### config.mk
export PLATFORM = sky130hd
export DESIGN_NAME = log2_latency_histogram
export DESIGN_NICKNAME = d
export VERILOG_FILES = /design/src/design/lhist_pkg.sv /design/src/design/log2_latency_histogram.sv /design/src/design/lhist_cell.sv
export VERILOG_INCLUDE_DIRS = /design/src /design/src/design
export SDC_FILE = /design/constraint.sdc
export NUM_CORES = 2
export LEC_CHECK = 0
export ABC_AREA = 1
export BUFFER_PORTS_ARGS = -buffer_cell sky130_fd_sc_hd__buf_2
export CAP_MARGIN = 20
export CORE_MARGIN = 4
export CORE_UTILIZATION = 40
export CTS_CLUSTER_SIZE = 10
export DETAILED_ROUTE_END_ITERATION = 16
export GPL_ROUTABILITY_DRIVEN = 1
export PLACE_DENSITY_LB_ADDON = 0.15
export RECOVER_POWER = 50
export SLEW_MARGIN = 5
export SYNTH_ARGS = -nofsm -noshare
export SYNTH_HDL_FRONTEND = slang
export SYNTH_SLANG_ARGS = --single-unit
### constraint.sdc
create_clock -name clk -period 6.82 [get_ports clk]
set_input_delay 0.341 -clock clk [delete_from_list [all_inputs] [get_ports clk]]
set_output_delay 0.341 -clock clk [all_outputs]
set_load 0.05 [all_outputs]
### src/design/assert_macros.svh
// Assertion helpers used by the histogram RTL.
`ifndef ASSERT_MACROS_SVH
`define ASSERT_MACROS_SVH
`ifndef SYNTHESIS
`define LH_ASSERT_SAME(lbl, clk, rst_n, ante, cons, msg) \
  lbl: assert property (@(posedge clk) disable iff (!rst_n) (ante) |-> (cons)) else $error(msg);
`define LH_ASSERT_NEXT(lbl, clk, rst_n, ante, cons, msg) \
  lbl: assert property (@(posedge clk) disable iff (!rst_n) (ante) |=> (cons)) else $error(msg);
`else
`define LH_ASSERT_SAME(lbl, clk, rst_n, ante, cons, msg)
`define LH_ASSERT_NEXT(lbl, clk, rst_n, ante, cons, msg)
`endif
`endif

### src/design/lhist_pkg.sv
package lhist_pkg;

  localparam int NUM_BUCKETS_DEF = 32;
  localparam int COUNT_WIDTH_DEF = 32;

  localparam int LAT_W   = 32;
  localparam int PCT_W   = 10;
  localparam int TOTAL_W = 37;
  localparam int TGT_W   = TOTAL_W + PCT_W;

  localparam logic [PCT_W-1:0]   PERMILLE_MAX = PCT_W'(1000);
  localparam logic [TOTAL_W-1:0] TOTAL_CAP    = {TOTAL_W{1'b1}};

  typedef struct packed {
    logic rec;
    logic shift;
  } cell_ctrl_t;

endpackage

### src/design/log2_latency_histogram.sv
// channel  ports                                   request taken when
// -------  --------------------------------------  ------------------------
// input    in_action in_latency_us                 start && !busy
//          in_percentile_permille
// result   out_percentile_us out_max_latency_us    out_valid (one cycle)
//          out_sample_total
//
// Record: result strobed in the cycle after it is taken; busy stays low.
// Query: the bucket ring rotates once through the head cell while busy is
// high, result strobed as busy falls; no new request is taken meanwhile.
// Synchronous reset clears all bucket counts, the maximum and the total.
// The result is shown for one cycle only; the receiver cannot stall it.
`include "assert_macros.svh"

module log2_latency_histogram #(
  parameter int NUM_BUCKETS = lhist_pkg::NUM_BUCKETS_DEF,
  parameter int COUNT_WIDTH = lhist_pkg::COUNT_WIDTH_DEF
) (
  input  logic                          clk,
  input  logic                          rst_n,
  input  logic                          start,
  output logic                          busy,
  input  logic                          in_action,
  input  logic [lhist_pkg::LAT_W-1:0]   in_latency_us,
  input  logic [lhist_pkg::PCT_W-1:0]   in_percentile_permille,
  output logic                          out_valid,
  output logic [lhist_pkg::LAT_W-1:0]   out_percentile_us,
  output logic [lhist_pkg::LAT_W-1:0]   out_max_latency_us,
  output logic [lhist_pkg::TOTAL_W-1:0] out_sample_total
);
  import lhist_pkg::*;

  localparam int IDX_W = (NUM_BUCKETS > 1) ? $clog2(NUM_BUCKETS) : 1;
  localparam int CNT_W = $clog2(NUM_BUCKETS + 1);
  localparam int SUM_W = ((COUNT_WIDTH > TOTAL_W) ? COUNT_WIDTH : TOTAL_W) + 1;
  localparam logic [IDX_W-1:0] LAST_IDX = IDX_W'(NUM_BUCKETS - 1);
  localparam logic [CNT_W-1:0] SCAN_END = CNT_W'(NUM_BUCKETS);

  typedef enum logic {ST_IDLE, ST_SCAN} state_t;

  function automatic logic [LAT_W-1:0] bound_of(input logic [IDX_W-1:0] idx);
    logic [LAT_W-1:0] b;
    if (32'(idx) >= LAT_W) begin
      b = '1;
    end else begin
      b = LAT_W'(1) << idx;
    end
    return b;
  endfunction

  state_t               state_r;
  logic                 out_valid_r;
  logic [LAT_W-1:0]     pct_r;
  logic [LAT_W-1:0]     max_r;
  logic [TOTAL_W-1:0]   total_r;
  logic [TOTAL_W-1:0]   running_r;
  logic [TGT_W-1:0]     target_r;
  logic [CNT_W-1:0]     cnt_r;
  logic                 found_r;
  logic [IDX_W-1:0]     idx_r;

  logic                 accept;
  logic                 rec_go;
  cell_ctrl_t           ctrl;
  logic                 lat_zero;
  logic [LAT_W-1:0]     lat_m1;
  logic [NUM_BUCKETS-1:0] le;
  logic [NUM_BUCKETS-1:0] hit;
  logic [NUM_BUCKETS-1:0] inc;
  logic [COUNT_WIDTH-1:0] cnt_out [NUM_BUCKETS];

  logic [PCT_W-1:0]     p_cap;
  logic [SUM_W-1:0]     run_sum;
  logic [TOTAL_W-1:0]   running_nxt;
  logic [TGT_W-1:0]     run_x1000;
  logic                 reach;
  logic                 found_nxt;
  logic [IDX_W-1:0]     idx_nxt;
  logic [IDX_W-1:0]     idx_prev;

  assign busy   = (state_r != ST_IDLE);
  assign accept = start && !busy;
  assign rec_go = accept && !in_action;

  assign ctrl.rec   = rec_go;
  assign ctrl.shift = (state_r == ST_SCAN) && (cnt_r < SCAN_END);

  assign lat_zero = (in_latency_us == '0);
  assign lat_m1   = in_latency_us - LAT_W'(1);

  for (genvar i = 0; i < NUM_BUCKETS; i++) begin : g_cell
    localparam int NXT = (i + 1) % NUM_BUCKETS;
    logic le_prev;
    if (i == 0) begin : g_first
      assign le_prev = 1'b0;
    end else begin : g_rest
      assign le_prev = le[i-1];
    end
    lhist_cell #(
      .IDX         (i),
      .LAST        (i == NUM_BUCKETS - 1),
      .COUNT_WIDTH (COUNT_WIDTH)
    ) u_cell (
      .clk      (clk),
      .rst_n    (rst_n),
      .ctrl     (ctrl),
      .lat_zero (lat_zero),
      .lat_m1   (lat_m1),
      .le_prev  (le_prev),
      .le       (le[i]),
      .hit      (hit[i]),
      .inc      (inc[i]),
      .cnt_in   (cnt_out[NXT]),
      .cnt_out  (cnt_out[i])
    );
  end

  assign p_cap = (in_percentile_permille > PERMILLE_MAX) ? PERMILLE_MAX
                                                         : in_percentile_permille;

  assign run_sum     = SUM_W'(running_r) + SUM_W'(cnt_out[0]);
  assign running_nxt = (run_sum > SUM_W'(TOTAL_CAP)) ? TOTAL_CAP : run_sum[TOTAL_W-1:0];

  // running >= ceil(total*p/1000)  <=>  1000*running >= total*p
  assign run_x1000 = (TGT_W'(running_r) << 10) - (TGT_W'(running_r) << 4)
                   - (TGT_W'(running_r) << 3);
  assign idx_prev  = IDX_W'(cnt_r - CNT_W'(1));
  assign reach     = (cnt_r != '0) && !found_r && (run_x1000 >= target_r);
  assign found_nxt = found_r | reach;
  assign idx_nxt   = reach ? idx_prev : idx_r;

  always_ff @(posedge clk) begin
    if (!rst_n) begin
      state_r     <= ST_IDLE;
      out_valid_r <= 1'b0;
      max_r       <= '0;
      total_r     <= '0;
      cnt_r       <= '0;
      found_r     <= 1'b0;
    end else begin
      out_valid_r <= 1'b0;
      case (state_r)
        ST_IDLE: begin
          if (rec_go) begin
            out_valid_r <= 1'b1;
            pct_r       <= '0;
            if (in_latency_us > max_r) begin
              max_r <= in_latency_us;
            end
            if (|inc && (total_r != TOTAL_CAP)) begin
              total_r <= total_r + TOTAL_W'(1);
            end
          end else if (accept) begin
            state_r   <= ST_SCAN;
            running_r <= '0;
            target_r  <= TGT_W'(total_r) * TGT_W'(p_cap);
            cnt_r     <= '0;
            found_r   <= 1'b0;
            idx_r     <= LAST_IDX;
          end
        end
        ST_SCAN: begin
          found_r <= found_nxt;
          idx_r   <= idx_nxt;
          if (cnt_r < SCAN_END) begin
            running_r <= running_nxt;
            cnt_r     <= cnt_r + CNT_W'(1);
          end else begin
            state_r     <= ST_IDLE;
            out_valid_r <= 1'b1;
            pct_r       <= (total_r == '0) ? '0 : bound_of(idx_nxt);
          end
        end
        default: begin
          state_r <= ST_IDLE;
        end
      endcase
    end
  end

  assign out_valid          = out_valid_r;
  assign out_percentile_us  = pct_r;
  assign out_max_latency_us = max_r;
  assign out_sample_total   = total_r;

  `LH_ASSERT_SAME(a_one_bucket, clk, rst_n, rec_go, $onehot(hit), "record hits not one bucket")
  `LH_ASSERT_NEXT(a_rec_result, clk, rst_n, rec_go, out_valid && !busy, "record result missing")
  `LH_ASSERT_NEXT(a_query_busy, clk, rst_n, accept && in_action, busy && !out_valid, "query not scanning")
  `LH_ASSERT_SAME(a_empty_zero, clk, rst_n, out_valid && (out_sample_total == '0), out_percentile_us == '0, "nonzero answer on empty histogram")
  `LH_ASSERT_NEXT(a_max_mono, clk, rst_n, 1'b1, max_r >= $past(max_r), "maximum decreased")

endmodule

### src/design/lhist_cell.sv
module lhist_cell #(
  parameter int IDX         = 0,
  parameter bit LAST        = 1'b0,
  parameter int COUNT_WIDTH = lhist_pkg::COUNT_WIDTH_DEF
) (
  input  logic                        clk,
  input  logic                        rst_n,
  input  lhist_pkg::cell_ctrl_t       ctrl,
  input  logic                        lat_zero,
  input  logic [lhist_pkg::LAT_W-1:0] lat_m1,
  input  logic                        le_prev,
  output logic                        le,
  output logic                        hit,
  output logic                        inc,
  input  logic [COUNT_WIDTH-1:0]      cnt_in,
  output logic [COUNT_WIDTH-1:0]      cnt_out
);
  import lhist_pkg::*;

  logic [COUNT_WIDTH-1:0] cnt_r;

  // sample <= 2^IDX
  assign le  = lat_zero | ((lat_m1 >> IDX) == '0);
  assign hit = LAST ? !le_prev : (le & !le_prev);
  assign inc = hit & (cnt_r != {COUNT_WIDTH{1'b1}});

  assign cnt_out = cnt_r;

  always_ff @(posedge clk) begin
    if (!rst_n) begin
      cnt_r <= '0;
    end else if (ctrl.shift) begin
      cnt_r <= cnt_in;
    end else if (ctrl.rec && inc) begin
      cnt_r <= cnt_r + COUNT_WIDTH'(1);
    end
  end

endmodule

; ---- After elaboration in Yosys (flattened, before gate mapping)
; Index checks and enable logic that the tools add are counted.
[op_classes]
mux = 92
bitwise = 96
n_lt_le_gt_ge = 5
mul = 1
div_mod_pow = 0
n_shift = 1
n_reduce_logical = 147
n_eq_ne = 38
addsub = 39
[op_table]
columns = op, count
row1 = 32-bit two-way mux, 67
row2 = 32-bit by 1-bit adder with 32-bit output (second input constant), 32
row3 = 32-bit logical NOT, 32
row4 = 32-bit inequality test (second input constant), 32
row5 = 37-bit two-way mux, 4
row6 = 37-bit one-hot mux with 2 select lines, 1
row7 = 32-bit one-hot mux with 2 select lines, 1
row8 = 2-bit nonzero test, 32
row9 = 1-bit AND, 62
row10 = 47-bit >= comparator, 1
row11 = 37-bit by 10-bit multiplier with 47-bit output, 1
row12 = 47-bit by 40-bit subtractor with 47-bit output, 1
row13 = 47-bit by 41-bit subtractor with 47-bit output, 1
row14 = 37-bit by 32-bit adder with 38-bit output, 1
row15 = 38-bit by 37-bit greater-than comparator with 1-bit output (second input constant), 1
row16 = 1-bit logical AND, 38
row17 = 37-bit by 1-bit adder with 37-bit output (second input constant), 1
row18 = 37-bit logical NOT, 1
row19 = 37-bit inequality test (second input constant), 1
row20 = 1-bit logical NOT, 34
row21 = 32-bit greater-than comparator, 1
row22 = 1-bit OR, 32
row23 = 32-bit OR reduction, 1
row24 = 1-bit by 5-bit left shift with 32-bit output (first input constant), 1
row25 = other kinds (19), 40
[totals]
out_inout_bits = 103
latchBits = 0
mem_count = 0
ff_bits = 1223
input_bits = 46
rom_bits = 0
ramBits = 0
word_cells = 461

; ---- Longest topological paths before layout
[depth]
ltp_word = 9
depth_mapped = 33
mapped_depth_nobuf = 33

; ---- By module
; A second synthesis with hierarchy kept.
[hier_totals]
hier_cells = 19027
area_unflattened_um2 = 113126.0
[by_module_without_submodules]
columns = mod, area_per_inst_um2, seq_area_each_um2, instances, cells_each
row1 = log2_latency_histogram, 28885.2, 5195.0, 1, 3957
row2 = lhist_cell (g_cell[3].u_cell), 3007.9, 640.6, 1, 530
row3 = lhist_cell (g_cell[2].u_cell), 2946.6, 640.6, 1, 528
row4 = lhist_cell (g_cell[4].u_cell), 2840.2, 640.6, 1, 527
row5 = lhist_cell (g_cell[19].u_cell), 2757.6, 640.6, 1, 517
row6 = lhist_cell (g_cell[12].u_cell), 2742.6, 640.6, 1, 475
row7 = lhist_cell (g_cell[5].u_cell), 2738.9, 640.6, 1, 485
row8 = lhist_cell (g_cell[23].u_cell), 2727.6, 640.6, 1, 456
row9 = lhist_cell (g_cell[8].u_cell), 2717.6, 640.6, 1, 477
row10 = lhist_cell (g_cell[9].u_cell), 2715.1, 640.6, 1, 479
row11 = lhist_cell (g_cell[11].u_cell), 2713.9, 640.6, 1, 488
row12 = lhist_cell (g_cell[1].u_cell), 2675.1, 640.6, 1, 465
row13 = lhist_cell (g_cell[10].u_cell), 2673.8, 640.6, 1, 477
row14 = lhist_cell (g_cell[13].u_cell), 2656.3, 640.6, 1, 485
row15 = 19 more rows, --, --, --, --

; ---- Least setup slack after synthesis
; Ideal clock, no wire load.
[synth_path]
kind = input to register
startpoint = input port in_percentile_permille[0] (netlist name)
endpoint = register target_r[44] (data pin)
path_buffers = 1
setup_ps = 252
t_required_ps = 6568
arrival_ps = 6112
slack_ps = 455
stages = 30
cell_sequence = o31ai_1 > nand2_1 > nand2_1 > inv_1 > nor2_1 > clkbuf_1 > nand2_1 > fa_1 > inv_1 > fa_1 > inv_1 > fa_1 > inv_1 > fa_1 > inv_1 > fa_1 > inv_1 > ha_1 > nand2_1 > o21ai_0 > a21boi_0 > o21ai_0 > a21oi_1 > o21bai_1 > a21boi_0 > o21bai_1 > a21oi_1 > inv_1 > nand2_1 > nand2_1
[synth_via]
elab_chain_cells = 3
[synth_lines]
columns = item, line
row1 = "start, declared", log2_latency_histogram.sv:25  ; input logic [lhist_pkg::PCT_W-1:0] in_percentile_permille,
row2 = 10-bit greater-than comparator, log2_latency_histogram.sv:118  ; assign p_cap = (in_percentile_permille > PERMILLE_MAX) ? PERMILLE_MAX
row3 = 10-bit two-way mux *, log2_latency_histogram.sv:118
row4 = 37-bit by 10-bit multiplier with 47-bit output *, log2_latency_histogram.sv:156  ; target_r <= TGT_W'(total_r) * TGT_W'(p_cap);
row5 = "end signal, assigned", log2_latency_histogram.sv:156
row6 = "end, declared", log2_latency_histogram.sv:57  ; logic [TGT_W-1:0] target_r;
; Every way passes the cells marked *; elsewhere a longest branch is shown, timed or not.
; A chain may end at the register's enable or synchronous reset.

; ---- Worst setup path in the final report
[layout_path]
startpoint = register total_r[1], in the netlist out_sample_total[1]
endpoint = register target_r[44] (data pin)
[layout_via]
elab_chain_cells = 1
[layout_lines]
columns = item, line
row1 = "start, declared", log2_latency_histogram.sv:55  ; logic [TOTAL_W-1:0] total_r;
row2 = "start signal, assigned", log2_latency_histogram.sv:151  ; total_r <= total_r + TOTAL_W'(1);
row3 = 37-bit by 10-bit multiplier with 47-bit output, log2_latency_histogram.sv:156
; No other way between the ends.

==> out/qor.yml <==
status: "finished, violations left"
violations: "capacitance limit, slew limit"
syn_area_um2: 91610
multi_input_area_um2: 57590
fin_nets: 13930
maxSlewHeadroom: -1.634
leakage_nw: 39.93
grt_util_all_layers: 0.2358
worstSetupStartpoint: "out_sample_total[1]"
skew_ps: 45.07
max_freq_mhz: 156.4
dr.pass1.iters: 6
syn_area_per_cell_um2: 6.850
ir_drop_v: 0.0002765
r2r_setup_slack_ps: 430
async_flop_share: 0
grt_max_degree: 246
slew_viol_final: 1039
hp-start: "start"
whs_path_depth: 5
final_area_um2: 100800
pin_count: 149
r2r_cells: 27
holdCritPathClass: "in -> reg"
cts_root_buf: "clkbuf_16"
die_area_um2: 236700
cp_max_fo: 11
synth_flop_cell: "dfxtp_1"
hold_violations: 0
cts_tree: "yes"
final_cell_count_no_fill: 16420
drive_gt1_frac: 0.04981
routed_wl_um: 288100
cts_setup_buffers: 0
yosysUniqueCellTypes: 73
syn-num-nets: 14010
wl_per_cell_um: 17.54
period_share: 0.9373
period_needed_ps: 6392
seq_area_um2: 25700
synthCells: 13370
fp.dieW_um: 486.6
crit_arrival_ps: 6940
hold_ws_ps: 46.94
antenna_found_initial: 5
h-tree-depth: 4
clock_sinks: 1223
dp_slack_ps: -118.0
path_class: "reg -> reg"
cts.clk_slew.worst_paths_ps: 60
synth_seq_area_share: 0.2805
synth_edf_count: 121
grt_pass1_vias: 84680
crit_slowest_cell: "clkbuf_1"
yosysWarnings: 0
cts_buffers: 157
place.gp.congestion: 0.9230
cpPeakStageDelay_ps: 590
placedCellCount: 16110
drt_iter0_markers: 7208
overflow: 0
rsz0062_at_grt: "false"
die_h_um: 486.6
r2r-start: "out_sample_total[1]"
worst_ep_required_time_ps: 7360
clk_path_buf_depth: 3
cp_common_cell: "nand2_1"
area_delta_synth_final_pct: 10.04
cp-start-kind: "register"
tightest_slew_ps: 3951
clk_latency_ps: 830
final.setup.worst_slack_ps: 427.8
cellPowerDensity_nw_per_um2: 200.3
start_util: 0.4023
vias: 88970
place_area_um2: 95660
setup_viol: 0
vias_per_cell: 5.417
ant_nets: 0
endpoint_kind: "register"
std_cell_rows: 175
cap_violations: 10
numPortBuffers: 148
core_area_um2: 227700
dp_hpwl_um: 209200
ys_seq_elements: 1223
whs_endpoint: "busy"
route.detailed.drc: 0
final_util: 0.4427
fillers: 23670
reg2reg_to: "target_r[44]"
grt_pass1_wl_um: 465400
[Yosys cell counts (all sizes together), types with 90 or more instances]
library cell / number / area [um^2]
a21oi: 1049 / 5265
a31oi: 584 / 3654
buf: 90 / 452.9
clkbuf: 575 / 2162
dfxtp: 1102 / 22060
edfxtp: 121 / 3633
fa: 309 / 6186
ha: 284 / 3553
inv: 1533 / 5754
nand2: 2811 / 10600
nand3: 431 / 2330
nand4: 200 / 1257
nor2: 1195 / 4656
nor3: 392 / 2007
nor4: 138 / 882.1
o21ai: 1298 / 6515
xnor2: 229 / 2006
xor2: 711 / 6227
[worst max-delay path by stage]
stage                               to  slack, ps  cells after the start
after floorplan           target_r[44]        460                     30
after global placement    target_r[40]       -160                     35
after detailed placement  target_r[44]       -120                     30
after CTS                 target_r[44]        360                     24
after global routing      target_r[44]         20                     27
final                     target_r[44]        430                     27
[flip-flops by register name (all words and copies together), names as in the netlist]
signal / cells
target_r: 47
g_cell.u_cell.cnt_out: 1024
running_r: 37
out_sample_total: 37
out_max_latency_us: 32
cnt_r: 6
out_percentile_us: 32
found_r: 1
idx_r: 5
busy: 1
out_valid: 1
[cells in the final DEF, fill, tap and decap left out, types with 33 or more instances in the layout]
| cell type | count |
|---|---|
| nand2_1 | 2797 |
| nand4_1 | 199 |
| nor3_1 | 383 |
| o21ai_1 | 47 |
| a211oi_1 | 75 |
| clkbuf_1 | 173 |
| xnor2_1 | 229 |
| clkbuf_16 | 160 |
| ha_1 | 284 |
| a21oi_1 | 1047 |
| inv_1 | 1516 |
| fa_1 | 309 |
| dlygate4sd3_1 | 33 |
| dfxtp_1 | 1101 |
| nor4_1 | 135 |
| buf_4 | 209 |
| buf_2 | 44 |
| edfxtp_1 | 121 |
| or2_2 | 35 |
| o21ai_0 | 1242 |
| a31oi_1 | 584 |
| nor2_1 | 1156 |
| xor2_1 | 711 |
| nand3_1 | 398 |
[metrics by stage]
step,TNS [ps],total power [mW]
detailed placement,-266.2,12.03
global placement,-480.8,11.95
finish,0,20.19
CTS,0,20.40
global route,0,21.24
floorplan,0,11.00
[report_power, final]
| group | internal (mW) | switching [mW] | total [mW] |
|---|---|---|---|
| clock network | 4.81 | 3.45 | 8.26 |
| logic | 1.16 | 2.29 | 3.44 |
| registers | 7.78 | 0.701 | 8.48 |
| total | 13.8 | 6.44 | 20.2 |
[repair_timing]
action | 4_1_cts | 5_1_grt
hold buffers | 33 | 0
gates resized for setup | 0 | 3
endpoints found under the setup margin | 0 | 11
hold endpoints to repair | 81 | 0
[layout make-up]
type	instances	share of cell area
Clock inverter	31	0.004716
Sequential cell	1223	0.2549
Inverter	1541	0.05753
Timing Repair Buffer	426	0.02873
Clock buffer	247	0.04544
Antenna cell	2	0.00004964
Multi-Input combinational cell	9944	0.5713
Tap cell	3009	0.03735
[logic make-up after synthesis]
| family | count (synthesis) | synth area share |
|---|---|---|
| buf+inv | 2206 | 0.09169 |
| flops | 1223 | 0.2805 |
| fa+ha+maj | 593 | 0.1063 |
| compound gates | 3147 | 0.1869 |
| mux | 5 | 0.0005463 |
| simple gates | 5259 | 0.2442 |
| xor+xnor | 940 | 0.08987 |
[worst max-delay path, delay by kind of cell, from the launching register on]
family                     cells  cell delay, ps
adders and majority gates      6            2370
DFF                            1             380
AOI/OAI and AO/OA              9            1620
buffers and inverters          7            1240
and+or+nand+nor                5             500
[layer usage]
metal | track usage | wire (um) | vias up
li1 | - | - | 44240
met1 | 0.3414 | 138000 | 42110
met2 | 0.3714 | 127800 | 2263
met3 | 0.03331 | 16250 | 352
met4 | 0.05250 | 5982 | 2
met5 | 0 | 13 | -
Power figures use the tool's default switching activity.
